## config.mk

```make
export PLATFORM = sky130hd
export DESIGN_NAME = bia_find_free
export DESIGN_NICKNAME = d
export VERILOG_FILES = /design/src/design/bia_pkg.sv /design/src/design/bia_find_free.sv
export SDC_FILE = /design/constraint.sdc
export NUM_CORES = 1
export LEC_CHECK = 0
export BUFFER_PORTS_ARGS = -buffer_cell sky130_fd_sc_hd__buf_4
export CAP_MARGIN = 30
export CORE_ASPECT_RATIO = 1.1
export CORE_MARGIN = 3
export CORE_UTILIZATION = 40
export DETAILED_ROUTE_END_ITERATION = 16
export PLACE_DENSITY = 0.95
export SLEW_MARGIN = 5
export SYNTH_ARGS = -nofsm -noshare
export SYNTH_HDL_FRONTEND = slang
export SYNTH_SLANG_ARGS = --single-unit
```

## constraint.sdc

```tcl
create_clock -name vclk -period 3.3
set_input_delay 0.33 -clock vclk [all_inputs]
set_output_delay 0.33 -clock vclk [all_outputs]
set_load 0.05 [all_outputs]
```

## src/design/bia_pkg.sv

```systemverilog
`timescale 1ns / 1ps

package bia_pkg;

    localparam int KIND_W     = 2;
    localparam int SLOT_W     = 12;
    localparam int VALUE_W    = 13;
    localparam int WORD_BITS  = 64;
    localparam int BIT_W      = 6;

    localparam logic [KIND_W-1:0] KIND_MARK  = 2'd0;
    localparam logic [KIND_W-1:0] KIND_TEST  = 2'd1;
    localparam logic [KIND_W-1:0] KIND_ALLOC = 2'd2;
    localparam logic [KIND_W-1:0] KIND_COUNT = 2'd3;

    typedef enum logic [1:0] {
        ST_CLEAR,
        ST_IDLE,
        ST_EXEC,
        ST_SCAN
    } bia_state_t;

    // Result of the lowest-free-bit search over one bitmap word.
    typedef struct packed {
        logic             found;
        logic [BIT_W-1:0] idx;
    } bia_find_t;

endpackage

```

## src/design/bia_find_free.sv

```systemverilog
`timescale 1ns / 1ps

module bia_find_free (
    input  logic [bia_pkg::WORD_BITS-1:0] word,
    output bia_pkg::bia_find_t            result
);
    import bia_pkg::*;

    localparam int GROUPS  = 8;
    localparam int GROUP_W = 8;

    logic [GROUPS-1:0]  grp_free;
    logic [2:0]         grp_sel;
    logic [GROUP_W-1:0] grp_bits;
    logic [2:0]         bit_sel;

    // Two short priority searches: first the lowest byte with a free bit,
    // then the lowest free bit inside that byte.
    always_comb
    begin
        for (int g = 0; g < GROUPS; g++)
        begin
            grp_free[g] = ~&word[g*GROUP_W +: GROUP_W];
        end
        grp_sel = '0;
        for (int g = GROUPS - 1; g >= 0; g--)
        begin
            if (grp_free[g])
            begin
                grp_sel = 3'(g);
            end
        end
    end

    always_comb
    begin
        grp_bits = word[{grp_sel, 3'b000} +: GROUP_W];
        bit_sel  = '0;
        for (int b = GROUP_W - 1; b >= 0; b--)
        begin
            if (!grp_bits[b])
            begin
                bit_sel = 3'(b);
            end
        end
    end

    assign result.found = |grp_free;
    assign result.idx   = {grp_sel, bit_sel};

endmodule

```

======== After elaboration in Yosys (flattened, before gate mapping) ========
Cells that the tools add are included.
word-level totals
  word-level logic and storage cells ...... 34
  input bits .............................. 64
  register bits ........................... 0
  output and inout bits ................... 7
cells by class
  mux-type cells .......................... 16
  reductions and logical operators ........ 17
  shift-type cells ........................ 1
operators by type and width
  cell              count
  $reduce_and 8->1  8
  $shiftx 64x7->8   1
  $mux 3            16
  $logic_not 1->1   8
  $reduce_or 8->1   1

======== Depth between registers and ports, before layout ========
  depth after elaboration ................. 18
  depth in mapped cells ................... 11
  gate-level depth less buffers ........... 9

======== Least setup slack after synthesis ========
Ideal clock, no wire load.
  kind .................................... input-to-output
  start point ............................. input word[16] in the netlist's numbering
  end point ............................... output result[2] in the netlist's numbering
  buffers on the path ..................... 2
  path slack .............................. -1001 ps
  stages .................................. 11
  data required time ...................... 2970 ps
  arrival time ............................ 3971 ps
  path through ............................ nand4_1 > or4_1 > buf_2 > a211o_1 > buf_6 > inv_2 > mux2i_1 > mux2i_1 > a21oi_1 > nor3b_1 > nor4b_1
RTL lines
  what                line                text
  start: declaration  bia_find_free.sv:4  input logic [bia_pkg::WORD_BITS-1:0] word,
  end: declaration    bia_find_free.sv:5  output bia_pkg::bia_find_t result

==> flow_summary.toml <==
[setup_path]
cp_num_buf_inv = 3
critPathTopFamily = "compound AO/OA/AOI/OAI gates"
crit_slowest_cell = "or3b_4"
cp-end-kind = "primary output"
cp_max_fo = 6
cp_data_arrival_time_ns = 2.98
cp.required_ns = 2.97
crit_chain = "buf_4, nand4_1, nor4_4, a211o_4, dlymetal6s2s_1, o21ai_0, a221o_1, or3b_4, a211oi_4, a2bb2oi_4, buf_6"
start_kind = "primary input"
cp_slowest_stage_delay_ns = 0.41
critical_path_class = "in2out"

[cells_and_area]
area_delta_synth_final_pct = 103
antenna_cells = 0
utilization = 0.874
multi_input_area_um2 = 842
regArea_um2 = 0
clkbuf_count = 0
layout-drive-gt1-share = 0.563
finalNetCount = 272
fillers = 94
mostFrequentLayoutCells = "buf_4 (88), o21ai_0 (22), nand4_1 (13)"
design.seq.count = 0
final_common_cell = "buf_4"

[power]
leakagePower_uw = 0.000659
power_density_nw_per_um2 = 84.7
peakVddDrop_uv = 67.5
p_total_uw = 133

[die]
die_h_um = 52.2
core_area_um2 = 1800
io_pins = 71
fp-row-count = 16
die-width_um = 48.0
dieArea_um2 = 2510
start_util = 0.431

[timing]
setup_viol_count_final = 1
fmax_mhz = 302
setup_ws_ns = -0.00758
period_minus_slack_ns = 3.31
drv_slew = 0
rsz0062_at_grt = "true"
hold_viol = 0
tightest_slew_ns = 0.487
max_slew_margin = 0.667
fin_crit_sh = 1.00

[synthesis]
syn-cell-area_um2 = 777
syn-num-nets = 184
ys_types = 41
avgSynthCellArea_um2 = 6.47
syn_inst = 120
ys_warn_count = 0
seq_area_frac_synth = 0

[min_path]
hold-path-endpoint = "result[0]"
min_from = "word[0]"
hold_class = "in2out"
hold_path_depth = 5

[global_route]
grt-ovfl-total = 0
grt_pass1_wl_um = 6450
grt_pass1_vias = 1507
grt_max_degree = 13
antenna_found_initial = 0
grt_util_all_layers = 0.346

[placement]
hpwl_um = 3540
numPortBuffers = 71
routabilityCongestion = 1.07
dp_slack_ns = -0.0238

[route]
drc_errors = 0
vias = 1554
initialDrtViolationCount = 92
vias_per_cell = 6.94
drtPass1Iterations = 5
ant_nets = 0
wire_per_inst_um = 20.9
wl_um = 4680

[outcome]
violations = "negative setup slack"
outcome = "complete, but fails checks"

[clocking]
holdBufCountCts = 0

[job]
maxCapViolations = 0
-- power by group --
group / switching (µW) / internal, µW / leakage (µW)
Combinational: 59.8 / 73.6 / 0.000659
Sequential: 0 / 0 / 0
Clock: 0 / 0 / 0
Total: 59.8 / 73.6 / 0.000659
-- synth_stat cells, types with 3 or more instances --
cell type	instances	area share
or2_2	3	0.024
inv_1	3	0.014
o21a_1	5	0.048
a211oi_1	5	0.048
buf_2	3	0.019
nand4_1	13	0.10
nor3_1	3	0.019
o21ai_0	24	0.15
mux2i_1	5	0.064
nand2_1	6	0.029
a21oi_1	4	0.026
a211o_1	3	0.034
nor2_1	10	0.048
-- worst max-delay path by stage --
stage          slack (ns)  depth (start not counted)  startpoint         to
3_5_place_dp        -0.02                         10     word[3]  result[0]
2_1_floorplan       -0.02                         11    word[16]  result[2]
3_3_place_gp         0.05                         10     word[3]  result[0]
6_report           -0.008                         11    word[40]  result[0]
4_1_cts             0.003                         11     word[3]  result[0]
5_1_grt              -0.1                         12    word[25]  result[2]
-- stage by stage --
| stage | area [µm²] | setup TNS (ns) | std cells | hold WS [ns] |
|---|---|---|---|---|
| final | 1580 | -0.00758 | 224 | 1.23 |
| after global routing | 1580 | -0.223 | 224 | 1.26 |
| after CTS | 1440 | 0 | 219 | 1.25 |
| after detailed placement | 1440 | -0.0238 | 219 | 1.25 |
| after global placement | 1440 | 0 | 219 | 1.23 |
| after floorplan | 806 | -0.0239 | 120 | 0.974 |
-- cell type report --
cell class                      instances  area share
Tap cell                               18      0.0143
Timing Repair Buffer                   91       0.442
Inverter                                4     0.00953
Multi-Input combinational cell        111       0.535
-- routing by layer --
metal | track usage | up-vias | wire [µm]
li1 | - | 672 | -
met1 | 0.353 | 701 | 1610
met2 | 0.634 | 145 | 2380
met3 | 0.0825 | 36 | 441
met4 | 0.143 | 0 | 247
met5 | 0 | - | 0
-- worst min-delay path: stages --
cell       delay (ns)
buf_4            0.11
o21ai_0          0.08
a211o_1          0.17
a2bb2oi_4        0.07
buf_6            0.14
-- kinds of logic after synthesis --
| kind of cell | Yosys count | synth area share |
|---|---|---|
| buffers and inverters | 9 | 0.0580 |
| AND/OR/NAND/NOR | 50 | 0.383 |
| AO/OA/AOI/OAI | 56 | 0.494 |
| multiplexers | 5 | 0.0644 |
-- repair_timing --
action,in CTS,in global routing
pin swaps,1,12
setup buffers,0,5
endpoints found under the setup margin,1,3
endpoints found under the hold margin,0,0
gates resized for setup,1,22
(Power assumes the default switching activity.)
